`config.mk`:
```
export PLATFORM = sky130hd
export DESIGN_NAME = spi_slave_busy_handshake_link_top
export DESIGN_NICKNAME = d
export VERILOG_FILES = /design/src/rtl/core/sbl_pkg.sv /design/src/rtl/core/sbl_ram.sv /design/src/rtl/core/sbl_engine.sv /design/src/rtl/core/spi_slave_busy_handshake_link_top.sv
export SDC_FILE = /design/constraint.sdc
export NUM_CORES = 2
export LEC_CHECK = 0
export BUFFER_PORTS_ARGS = -buffer_cell sky130_fd_sc_hd__clkbuf_2
export CORE_MARGIN = 8
export CORE_UTILIZATION = 55
export DETAILED_ROUTE_END_ITERATION = 6
export MAX_ROUTING_LAYER = met4
export PLACE_DENSITY = 0.68
export SLEW_MARGIN = 20
export SYNTH_ARGS = -nofsm -noshare
export SYNTH_HDL_FRONTEND = slang
export SYNTH_SLANG_ARGS = --single-unit
export TNS_END_PERCENT = 1
```
`constraint.sdc`:
```
create_clock -name clk -period 5.87 [get_ports clk]
set_clock_uncertainty 0.1 [all_clocks]
set_input_delay 0.2935 -clock clk [delete_from_list [all_inputs] [get_ports clk]]
set_output_delay 0.2935 -clock clk [all_outputs]
set_load 0.02 [all_outputs]
```
`src/rtl/core/sbl_pkg.sv`:
```
package sbl_pkg;

    // request codes carried by req_type
    localparam logic [1:0] REQ_TICK  = 2'd0;
    localparam logic [1:0] REQ_ARM   = 2'd1;
    localparam logic [1:0] REQ_WRITE = 2'd2;
    localparam logic [1:0] REQ_SEND  = 2'd3;

    // completion codes carried by error_code
    localparam logic [1:0] ERR_PASS       = 2'd0;
    localparam logic [1:0] ERR_IDLE       = 2'd1;
    localparam logic [1:0] ERR_RX_ABORT   = 2'd2;
    localparam logic [1:0] ERR_TX_ABORT   = 2'd3;

    // fixed byte sent between the payload and the status byte
    localparam logic [7:0] TRAILER_BYTE = 8'h90;
    localparam logic [7:0] COUNT_EXTRA  = 8'd2;

    typedef struct packed {
        logic [1:0] req_type;
        logic       select_pin;
        logic       clock_pin;
        logic       data_in_pin;
        logic [7:0] tx_index;
        logic [7:0] tx_byte;
        logic [7:0] tx_count;
        logic [7:0] status_byte;
    } item_t;

    typedef struct packed {
        logic       data_out_pin;
        logic       busy_pin;
        logic       rx_valid;
        logic [7:0] rx_byte;
        logic       rx_last;
        logic [7:0] rx_count;
        logic       done_res;
        logic [1:0] error_code;
    } res_t;

endpackage

```
`src/rtl/core/sbl_ram.sv`:
```
module sbl_ram #(
    parameter int unsigned WIDTH = 8,
    parameter int unsigned DEPTH = 256
) (
    input  logic                                        clk,
    input  logic                                        we,
    input  logic [((DEPTH > 1) ? $clog2(DEPTH) : 1)-1:0] waddr,
    input  logic [WIDTH-1:0]                            wdata,
    input  logic [((DEPTH > 1) ? $clog2(DEPTH) : 1)-1:0] raddr,
    output logic [WIDTH-1:0]                            rdata
);

    logic [WIDTH-1:0] mem [DEPTH];

    always_ff @(posedge clk)
    begin
        if (we)
        begin
            mem[waddr] <= wdata;
        end
        rdata <= mem[raddr];
    end

endmodule

```
`src/rtl/core/sbl_engine.sv`:
```
module sbl_engine #(
    parameter int unsigned TX_DEPTH = 256
) (
    input  logic           clk,
    input  logic           rst_n,
    input  logic           fire,
    input  sbl_pkg::item_t item,
    output sbl_pkg::res_t  res
);

    import sbl_pkg::*;

    localparam int unsigned AW = (TX_DEPTH > 1) ? $clog2(TX_DEPTH) : 1;

    typedef enum logic [2:0] {
        PH_IDLE,
        PH_RX_LEN,
        PH_RX_DATA,
        PH_RX_EXEC,
        PH_TX_COUNT,
        PH_TX_DATA,
        PH_TX_90,
        PH_TX_STATUS
    } phase_t;

    phase_t     phase_reg,        phase_next;
    logic       wait_low_reg,     wait_low_next;
    logic [2:0] bit_cnt_reg,      bit_cnt_next;
    logic [7:0] shift_reg,        shift_next;
    logic [7:0] bytes_left_reg,   bytes_left_next;
    logic [7:0] send_pos_reg,     send_pos_next;
    logic [7:0] saved_count_reg,  saved_count_next;
    logic [7:0] saved_status_reg, saved_status_next;
    logic       miso_reg,         miso_next;
    logic       busy_reg,         busy_next;
    logic       fwd_hit_reg,      fwd_hit_next;
    logic [7:0] fwd_byte_reg;

    logic [AW-1:0] mod_tab [256];
    logic [7:0]    send_pos_d;
    logic [AW-1:0] ram_waddr;
    logic [AW-1:0] ram_raddr;
    logic          ram_we;
    logic [7:0]    ram_q;
    logic [7:0]    buf_byte;

    // slot of each byte index in a buffer of TX_DEPTH entries
    for (genvar g = 0; g < 256; g++)
    begin : g_mod
        localparam int unsigned MOD_G = g % TX_DEPTH;
        assign mod_tab[g] = AW'(MOD_G);
    end

    assign send_pos_d = fire ? send_pos_next : send_pos_reg;
    assign ram_waddr  = mod_tab[item.tx_index];
    assign ram_raddr  = mod_tab[send_pos_d];
    assign ram_we     = fire && (item.req_type == REQ_WRITE);
    assign fwd_hit_next = ram_we && (ram_waddr == ram_raddr);

    // read data always tracks the slot at the current send position
    assign buf_byte = fwd_hit_reg ? fwd_byte_reg : ram_q;

    sbl_ram #(
        .WIDTH (8),
        .DEPTH (TX_DEPTH)
    ) u_tx_buf (
        .clk   (clk),
        .we    (ram_we),
        .waddr (ram_waddr),
        .wdata (item.tx_byte),
        .raddr (ram_raddr),
        .rdata (ram_q)
    );

    always_comb
    begin
        logic bit_phase;
        logic rx_mode;
        logic handled;
        logic ev_abort;
        logic ev_byte;
        logic rx_ctx;
        logic [7:0] bl_dec;

        phase_next        = phase_reg;
        wait_low_next     = wait_low_reg;
        bit_cnt_next      = bit_cnt_reg;
        shift_next        = shift_reg;
        bytes_left_next   = bytes_left_reg;
        send_pos_next     = send_pos_reg;
        saved_count_next  = saved_count_reg;
        saved_status_next = saved_status_reg;
        miso_next         = miso_reg;
        busy_next         = busy_reg;

        res        = '0;
        rx_ctx     = 1'b0;
        handled    = 1'b0;
        ev_abort   = 1'b0;
        ev_byte    = 1'b0;
        bit_phase  = phase_reg inside {PH_RX_LEN, PH_RX_DATA, PH_TX_COUNT,
                                       PH_TX_DATA, PH_TX_90, PH_TX_STATUS};
        rx_mode    = phase_reg inside {PH_RX_LEN, PH_RX_DATA};
        bl_dec     = bytes_left_reg - 8'd1;

        // bit timing shared by receive and send
        if ((item.req_type == REQ_TICK) && bit_phase)
        begin
            if (!wait_low_reg)
            begin
                if (item.clock_pin)
                begin
                    if (rx_mode)
                    begin
                        shift_next = {item.data_in_pin, shift_reg[7:1]};
                    end
                    else
                    begin
                        miso_next  = shift_reg[0];
                        shift_next = {1'b0, shift_reg[7:1]};
                    end
                    busy_next     = 1'b1;
                    wait_low_next = 1'b1;
                    handled       = 1'b1;
                end
            end
            else if (!item.clock_pin)
            begin
                busy_next     = 1'b0;
                wait_low_next = 1'b0;
                handled       = 1'b1;
                if (bit_cnt_reg == 3'd7)
                begin
                    bit_cnt_next = 3'd0;
                    ev_byte      = 1'b1;
                end
                else
                begin
                    bit_cnt_next = bit_cnt_reg + 3'd1;
                end
            end
            if (!handled && !item.select_pin)
            begin
                wait_low_next = 1'b0;
                bit_cnt_next  = 3'd0;
                ev_abort      = 1'b1;
            end
        end

        case (item.req_type)
            REQ_ARM:
            begin
                busy_next        = 1'b0;
                wait_low_next    = 1'b0;
                bit_cnt_next     = 3'd0;
                saved_count_next = 8'd0;
                rx_ctx           = 1'b1;
                if (!item.select_pin)
                begin
                    phase_next     = PH_IDLE;
                    res.done_res   = 1'b1;
                    res.error_code = ERR_IDLE;
                end
                else
                begin
                    phase_next = PH_RX_LEN;
                end
            end
            REQ_WRITE:
            begin
                rx_ctx = phase_reg inside {PH_RX_LEN, PH_RX_DATA, PH_RX_EXEC};
            end
            REQ_SEND:
            begin
                busy_next         = 1'b0;
                wait_low_next     = 1'b0;
                bit_cnt_next      = 3'd0;
                send_pos_next     = 8'd0;
                bytes_left_next   = item.tx_count;
                saved_status_next = item.status_byte;
                shift_next        = item.tx_count + COUNT_EXTRA;
                phase_next        = PH_TX_COUNT;
            end
            default:
            begin
                case (phase_reg)
                    PH_RX_LEN, PH_RX_DATA:
                    begin
                        rx_ctx = 1'b1;
                        if (ev_abort)
                        begin
                            saved_count_next = 8'd0;
                            phase_next       = PH_IDLE;
                            res.done_res     = 1'b1;
                            res.error_code   = ERR_RX_ABORT;
                        end
                        else if (ev_byte)
                        begin
                            if (phase_reg == PH_RX_LEN)
                            begin
                                saved_count_next = shift_reg;
                                bytes_left_next  = shift_reg;
                                phase_next = (shift_reg == 8'd0) ? PH_RX_EXEC : PH_RX_DATA;
                            end
                            else
                            begin
                                res.rx_valid    = 1'b1;
                                res.rx_byte     = shift_reg;
                                bytes_left_next = bl_dec;
                                res.rx_last     = (bl_dec == 8'd0);
                                if (bl_dec == 8'd0)
                                begin
                                    phase_next = PH_RX_EXEC;
                                end
                            end
                        end
                    end
                    PH_RX_EXEC:
                    begin
                        rx_ctx = 1'b1;
                        if (!wait_low_reg && item.clock_pin)
                        begin
                            busy_next     = 1'b1;
                            wait_low_next = 1'b1;
                        end
                        else if (wait_low_reg && !item.clock_pin)
                        begin
                            wait_low_next = 1'b0;
                            phase_next    = PH_IDLE;
                            res.done_res  = 1'b1;
                        end
                        else if (!item.select_pin)
                        begin
                            wait_low_next  = 1'b0;
                            phase_next     = PH_IDLE;
                            res.done_res   = 1'b1;
                            res.error_code = ERR_RX_ABORT;
                        end
                    end
                    PH_TX_COUNT, PH_TX_DATA, PH_TX_90, PH_TX_STATUS:
                    begin
                        if (ev_abort)
                        begin
                            // trailer aborts are ignored
                            if (phase_reg == PH_TX_90)
                            begin
                                shift_next = saved_status_reg;
                                phase_next = PH_TX_STATUS;
                            end
                            else
                            begin
                                busy_next    = 1'b0;
                                miso_next    = 1'b0;
                                phase_next   = PH_IDLE;
                                res.done_res = 1'b1;
                                if (phase_reg != PH_TX_STATUS)
                                begin
                                    res.error_code = ERR_TX_ABORT;
                                end
                            end
                        end
                        else if (ev_byte)
                        begin
                            if ((phase_reg == PH_TX_COUNT) || (phase_reg == PH_TX_DATA))
                            begin
                                if (phase_reg == PH_TX_DATA)
                                begin
                                    bytes_left_next = bl_dec;
                                end
                                if (bytes_left_next == 8'd0)
                                begin
                                    shift_next = TRAILER_BYTE;
                                    phase_next = PH_TX_90;
                                end
                                else
                                begin
                                    shift_next    = buf_byte;
                                    send_pos_next = send_pos_reg + 8'd1;
                                    phase_next    = PH_TX_DATA;
                                end
                            end
                            else if (phase_reg == PH_TX_90)
                            begin
                                shift_next = saved_status_reg;
                                phase_next = PH_TX_STATUS;
                            end
                            else
                            begin
                                busy_next    = 1'b0;
                                miso_next    = 1'b0;
                                phase_next   = PH_IDLE;
                                res.done_res = 1'b1;
                            end
                        end
                    end
                    default:
                    begin
                        rx_ctx = 1'b0;
                    end
                endcase
            end
        endcase

        res.data_out_pin = miso_next;
        res.busy_pin     = busy_next;
        res.rx_count     = rx_ctx ? saved_count_next : 8'd0;
    end

    always_ff @(posedge clk or negedge rst_n)
    begin
        if (!rst_n)
        begin
            phase_reg        <= PH_IDLE;
            wait_low_reg     <= 1'b0;
            bit_cnt_reg      <= 3'd0;
            shift_reg        <= 8'd0;
            bytes_left_reg   <= 8'd0;
            send_pos_reg     <= 8'd0;
            saved_count_reg  <= 8'd0;
            saved_status_reg <= 8'd0;
            miso_reg         <= 1'b0;
            busy_reg         <= 1'b0;
            fwd_hit_reg      <= 1'b0;
        end
        else
        begin
            fwd_hit_reg <= fwd_hit_next;
            if (fire)
            begin
                phase_reg        <= phase_next;
                wait_low_reg     <= wait_low_next;
                bit_cnt_reg      <= bit_cnt_next;
                shift_reg        <= shift_next;
                bytes_left_reg   <= bytes_left_next;
                send_pos_reg     <= send_pos_next;
                saved_count_reg  <= saved_count_next;
                saved_status_reg <= saved_status_next;
                miso_reg         <= miso_next;
                busy_reg         <= busy_next;
            end
        end
    end

    // bypass for a write landing on the slot being read
    always_ff @(posedge clk)
    begin
        fwd_byte_reg <= item.tx_byte;
    end

`ifndef SYNTHESIS
    idle_bit_clear_a : assert property (@(posedge clk) disable iff (!rst_n)
        (phase_reg == PH_IDLE) |-> (!wait_low_reg && (bit_cnt_reg == 3'd0)))
        else $error("bit timing left active while idle");

    master_idle_a : assert property (@(posedge clk) disable iff (!rst_n)
        (fire && (item.req_type == REQ_ARM) && !item.select_pin)
        |=> ((phase_reg == PH_IDLE) && !busy_reg))
        else $error("arm with select low did not return to idle");

    rx_word_phase_a : assert property (@(posedge clk) disable iff (!rst_n)
        (fire && res.rx_valid) |-> (phase_reg == PH_RX_DATA))
        else $error("received word presented outside payload phase");

    err_needs_done_a : assert property (@(posedge clk) disable iff (!rst_n)
        (fire && (res.error_code != ERR_PASS)) |-> res.done_res)
        else $error("error code without completion");
`endif

endmodule

```
`src/rtl/core/spi_slave_busy_handshake_link_top.sv`:
```
// serial slave link, lsb first, active-high select and a busy handshake line
// input channel: in_valid / in_stall carry one request word; req_type picks a
//   pin sample tick, arm receive, write of a transmit buffer byte or start send
// output channel: out_valid / out_stall return exactly one result word per
//   request word: driven data-out and busy levels, received word, completion
// a request accepted into the input register is handled by the engine and its
//   result is captured in the result register that drives out_valid
// throughput: one word per cycle while out_stall is low; the input register and result register
//   are separated, so a new word is taken while a finished result waits
// a stalled result holds in the result register; one more request word waits
//   in the input register and then in_stall rises until the result is taken
// the transmit buffer is a registered-read ram that always reads the slot at
//   the current send position, with a bypass for a write to that same slot
// reset clears phase, bit timing, counters and the pin registers; the buffer
//   holds no reset value and must be written before it is sent
module spi_slave_busy_handshake_link_top #(
    parameter int unsigned TX_DEPTH = 256
) (
    input  logic       clk,
    input  logic       rst_n,

    // request channel
    input  logic       in_valid,
    output logic       in_stall,
    input  logic [1:0] req_type,
    input  logic       select_pin,
    input  logic       clock_pin,
    input  logic       data_in_pin,
    input  logic [7:0] tx_index,
    input  logic [7:0] tx_byte,
    input  logic [7:0] tx_count,
    input  logic [7:0] status_byte,

    // result channel
    output logic       out_valid,
    input  logic       out_stall,
    output logic       data_out_pin,
    output logic       busy_pin,
    output logic       rx_valid,
    output logic [7:0] rx_byte,
    output logic       rx_last,
    output logic [7:0] rx_count,
    output logic       done_res,
    output logic [1:0] error_code
);

    import sbl_pkg::*;

    // input register
    logic  in_v_reg, in_v_next;
    item_t item_reg;

    // result register
    logic  out_v_reg, out_v_next;
    res_t  res_reg;
    res_t  res_comb;

    logic  fire;
    logic  in_take;

    // the engine works on the held word when the result slot is free or being taken
    assign fire     = in_v_reg && (!out_v_reg || !out_stall);
    assign in_stall = in_v_reg && !fire;
    assign in_take  = in_valid && !in_stall;

    assign in_v_next  = in_take || (in_v_reg && !fire);
    assign out_v_next = fire || (out_v_reg && out_stall);

    sbl_engine #(
        .TX_DEPTH (TX_DEPTH)
    ) u_engine (
        .clk   (clk),
        .rst_n (rst_n),
        .fire  (fire),
        .item  (item_reg),
        .res   (res_comb)
    );

    always_ff @(posedge clk or negedge rst_n)
    begin
        if (!rst_n)
        begin
            in_v_reg  <= 1'b0;
            out_v_reg <= 1'b0;
        end
        else
        begin
            in_v_reg  <= in_v_next;
            out_v_reg <= out_v_next;
        end
    end

    // payload registers, no reset needed
    always_ff @(posedge clk)
    begin
        if (in_take)
        begin
            item_reg.req_type    <= req_type;
            item_reg.select_pin  <= select_pin;
            item_reg.clock_pin   <= clock_pin;
            item_reg.data_in_pin <= data_in_pin;
            item_reg.tx_index    <= tx_index;
            item_reg.tx_byte     <= tx_byte;
            item_reg.tx_count    <= tx_count;
            item_reg.status_byte <= status_byte;
        end
        if (fire)
        begin
            res_reg <= res_comb;
        end
    end

    assign out_valid    = out_v_reg;
    assign data_out_pin = res_reg.data_out_pin;
    assign busy_pin     = res_reg.busy_pin;
    assign rx_valid     = res_reg.rx_valid;
    assign rx_byte      = res_reg.rx_byte;
    assign rx_last      = res_reg.rx_last;
    assign rx_count     = res_reg.rx_count;
    assign done_res     = res_reg.done_res;
    assign error_code   = res_reg.error_code;

endmodule
```
==> results.yml <==
worst_setup_path:
  startpoint: "item_reg[33]"
  r2r_cells: 16
  reg2reg_from: "item_reg[33]"
  slowest_stage: "nor4bb_1"
  slowest_delay_ns: 0.78
  path_cells: "inv_1, ha_1, nor2b_1, nor3_2, and2_0, o211ai_2, a211oi_4, buf_4, buf_4, buf_4, nand2_1, nand3_1, a21oi_1, nor4bb_1, nand3_1, nor3_1"
  timing.critical_path.mode_cell: "buf_4"
  worstSetupEndpointType: "register"
  cp_data_required_time_ns: 6.54
  worstPathArrival_ns: 6.31
  reg2reg_to: "u_engine.u_tx_buf.rdata[5]"
  rrSetupSlack_ns: 0.23
  endpoint: "u_engine.u_tx_buf.rdata[5]"
  worstPathMaxFanout: 46
  crit_type: "reg2reg"
  critical_path.startpoint_type: "register"
power_and_ir_drop:
  ir_drop_mv: 0.307
  leakage_uw: 0.0339
  switchingPower_uw: 7590
  total_power_uw: 32900
  p_seq_frac: 0.532
  clkPwrFrac: 0.405
  power.density_nw_per_um2: 336
  p_int_uw: 25300
  p_comb_frac: 0.063
  p_sw_frac: 0.231
grt:
  grt_pass1_vias: 53522
  grt.total_usage: 0.278
  antenna_found_initial: 2
  grt_pass1_wl_um: 354000
  grt_max_degree: 202
  overflow: 0
synth:
  synth_nets: 6632
  ys_async_sr_fraction: 0.0239
  syn_inst: 6578
  synth_cell_types: 90
  avgSynthCellArea_um2: 13.4
  synth_warnings: 0
  synth-edff-count: 2108
  ys_seq_area_frac: 0.739
  synth_top_flop_cell: "edfxtp_1"
  syn_area_um2: 87800
  ys_seq_elements: 2176
timing:
  worst_slew_pin_slew_ns: 1.24
  rsz0062_at_grt: "false"
  period_minus_slack_ns: 5.64
  slew_headroom: 0.176
  setup_viol: 0
  finalCritPeriodShare: 0.961
  hold_viol: 0
  tns_ns: 0
  drv_slew: 0
  fmax_mhz: 177
detailed_routing:
  drt-initial-drc-count: 8021
  route.detailed.drc: 0
  route.antenna.remaining_nets: 0
  vias: 56483
  wl_um: 240000
  firstDrtPassIters: 6
  vias_per_cell: 6.34
  detail_route.wl_per_cell_um: 27.0
clock_network:
  cts_buffers: 211
  h-tree-depth: 4
  path_clk_slew_ns: 0.06
  insertion_delay_ns: 0.85
  clock_sinks: 2176
  tritoncts: "built"
  cts-root-buf: "clkbuf_16"
  clock_path_buffers: 3
layout:
  largest_reg_flops: 2048
  fillers: 11825
  syn_to_final_growth_pct: 11.4
  nNetsFinal: 6706
  multi_input_comb_area_um2: 20900
  postLayoutCoreUtil: 0.617
  seqCellArea_um2: 64900
  drive_gt1_frac: 0.0852
placement:
  place.gp.congestion: 0.919
  io_buffers: 65
  hpwlAfterDp_um: 146000
die:
  core_um2: 159000
  die_y_um: 416
  die_w_um: 416
  ios: 66
  die_area_um2: 173000
  start_util: 0.554
  num_rows: 146
run:
  drv_cap: 0
status:
  status: "completed"
min_path:
  holdCritPathClass: "in2async"
cell usage in the layout (no fill, tap or decap), types with 14 or more instances in the layout:
| master | n |
|---|---|
| clkbuf_16 | 212 |
| nor4_1 | 26 |
| buf_4 | 141 |
| clkinv_1 | 53 |
| o2111ai_1 | 36 |
| dfxtp_1 | 16 |
| buf_12 | 33 |
| a22oi_1 | 28 |
| mux2_2 | 16 |
| mux2i_1 | 231 |
| inv_1 | 30 |
| dfrtp_1 | 52 |
| nand2_1 | 1493 |
| a221o_1 | 14 |
| bufinv_16 | 17 |
| and3_1 | 85 |
| nor2_1 | 358 |
| a21o_1 | 14 |
| o21ai_0 | 136 |
| edfxtp_1 | 2108 |
| nand4_1 | 77 |
| clkinv_2 | 35 |
| a41oi_1 | 32 |
| o22ai_1 | 48 |
| dlygate4sd3_1 | 42 |
| a311oi_1 | 44 |
| clkbuf_2 | 65 |
| clkbuf_1 | 48 |
| a2111oi_0 | 22 |
| a221oi_1 | 60 |
| or4_1 | 23 |
| nor3_1 | 66 |
| a211oi_1 | 28 |
| nand3_1 | 585 |
| a31oi_1 | 81 |
| a21oi_1 | 242 |
through the flow:
step / setup slack, ns / instances / hold WS [ns] / area [um2]
5_1_grt: 0.0198 / 8901 / 0.0500 / 97800
3_3_place_gp: 0.0807 / 8466 / 0.351 / 90600
3_5_place_dp: 0.0585 / 8466 / 0.358 / 90600
6_report: 0.229 / 8903 / 0.0430 / 97800
2_1_floorplan: 1.71 / 6578 / -0.102 / 87800
4_1_cts: 0.0188 / 8897 / 0.00274 / 97800
area by class of cell:
class / instances / share of cell area
clock inverters: 124 / 0.0126
clock buffers: 265 / 0.0568
flip-flops and latches: 2176 / 0.664
inverters: 35 / 0.00159
well taps: 2072 / 0.0265
multi-input cells: 3946 / 0.214
diodes: 3 / 0.0000767
repair buffers: 282 / 0.0253
power groups by stage:
| stage | sequential (uW) | combinational [uW] | clock (uW) |
|---|---|---|---|
| 2_1_floorplan | 17800 | 1120 | 0 |
| 3_3_place_gp | 17800 | 1990 | 0 |
| 3_5_place_dp | 17800 | 2010 | 0 |
| 4_1_cts | 17500 | 2040 | 13400 |
| 5_1_grt | 17500 | 2210 | 14000 |
| 6_report | 17500 | 2080 | 13300 |
what timing repair did:
| item | CTS | global route |
|---|---|---|
| hold buffers | 42 | 0 |
| gates resized for setup | 0 | 3 |
| buffers inserted | 0 | 3 |
| endpoints found under the hold margin | 94 | 0 |
| setup endpoints to repair | 0 | 8 |
worst min path at each step:
stage               slack (ns)         from  cells after the start                end
global route              0.05  tx_index[1]                      2       item_reg[25]
finish                    0.04        rst_n                      3  u_engine.busy_reg
CTS                      0.003  tx_index[1]                      2       item_reg[25]
floorplan                -0.10        rst_n                      0           in_v_reg
global placement          0.35     in_v_reg                      1          out_valid
detailed placement        0.36     in_v_reg                      1          out_valid
worst max-delay path: cells and delay by family (launching register included):
kind	cells	cell delay, ns
AO/OA/AOI/OAI	3	0.94
buffers and inverters	4	1.48
adder cells (fa/ha/maj)	1	0.31
AND/OR/NAND/NOR	8	2.27
flip-flops	1	0.44
cells by family (layout without fill, tap and decap cells):
family	Yosys count	count (layout)	share of synthesized area
flip-flops	2176	2176	0.739
multiplexers	247	247	0.0284
buffers and inverters	456	706	0.0238
XOR/XNOR	13	13	0.00130
AO/OA/AOI/OAI	871	871	0.0666
adder cells (fa/ha/maj)	17	17	0.00231
other	0	3	0
AND/OR/NAND/NOR	2798	2798	0.138
per-layer routing:
metal | up-vias | track usage | wire length [um]
met2 | 3156 | 0.427 | 112000
met5 | - | - | 0
met4 | 0 | 0.0919 | 8690
met3 | 501 | 0.0439 | 23800
li1 | 24801 | - | -
met1 | 28025 | 0.385 | 95400
synth_stat cells (all sizes together), types with 6 or more instances:
cell type,count,area share
edfxtp,2108,0.72
nand2,1494,0.064
nand3,585,0.033
nor2,365,0.016
buf,245,0.015
a21oi,243,0.014
mux2i,231,0.026
clkbuf,176,0.0075
o21ai,138,0.0080
and3,85,0.0061
a31oi,81,0.0058
nand4,77,0.0055
nor3,70,0.0042
a221oi,60,0.0060
dfrtp,52,0.015
o22ai,48,0.0034
a311oi,44,0.0044
o2111ai,37,0.0039
inv,34,0.0015
a41oi,32,0.0032
a211oi,31,0.0027
a22oi,28,0.0024
a2111oi,26,0.0026
nor4,26,0.0019
or4,24,0.0021
dfxtp,16,0.0036
mux2,16,0.0021
and2,15,0.0011
a21o,14,0.0012
a221o,14,0.0016
or3,14,0.0011
ha,13,0.0019
nand2b,13,0.00093
o31ai,13,0.0013
xnor2,11,0.0011
a22o,10,0.0010
nor2b,10,0.00071
o221ai,9,0.00090
a41o,7,0.00080
nor4bb,7,0.00080
o211ai,6,0.00057
Note: power is estimated with default switching activity, not from simulation.
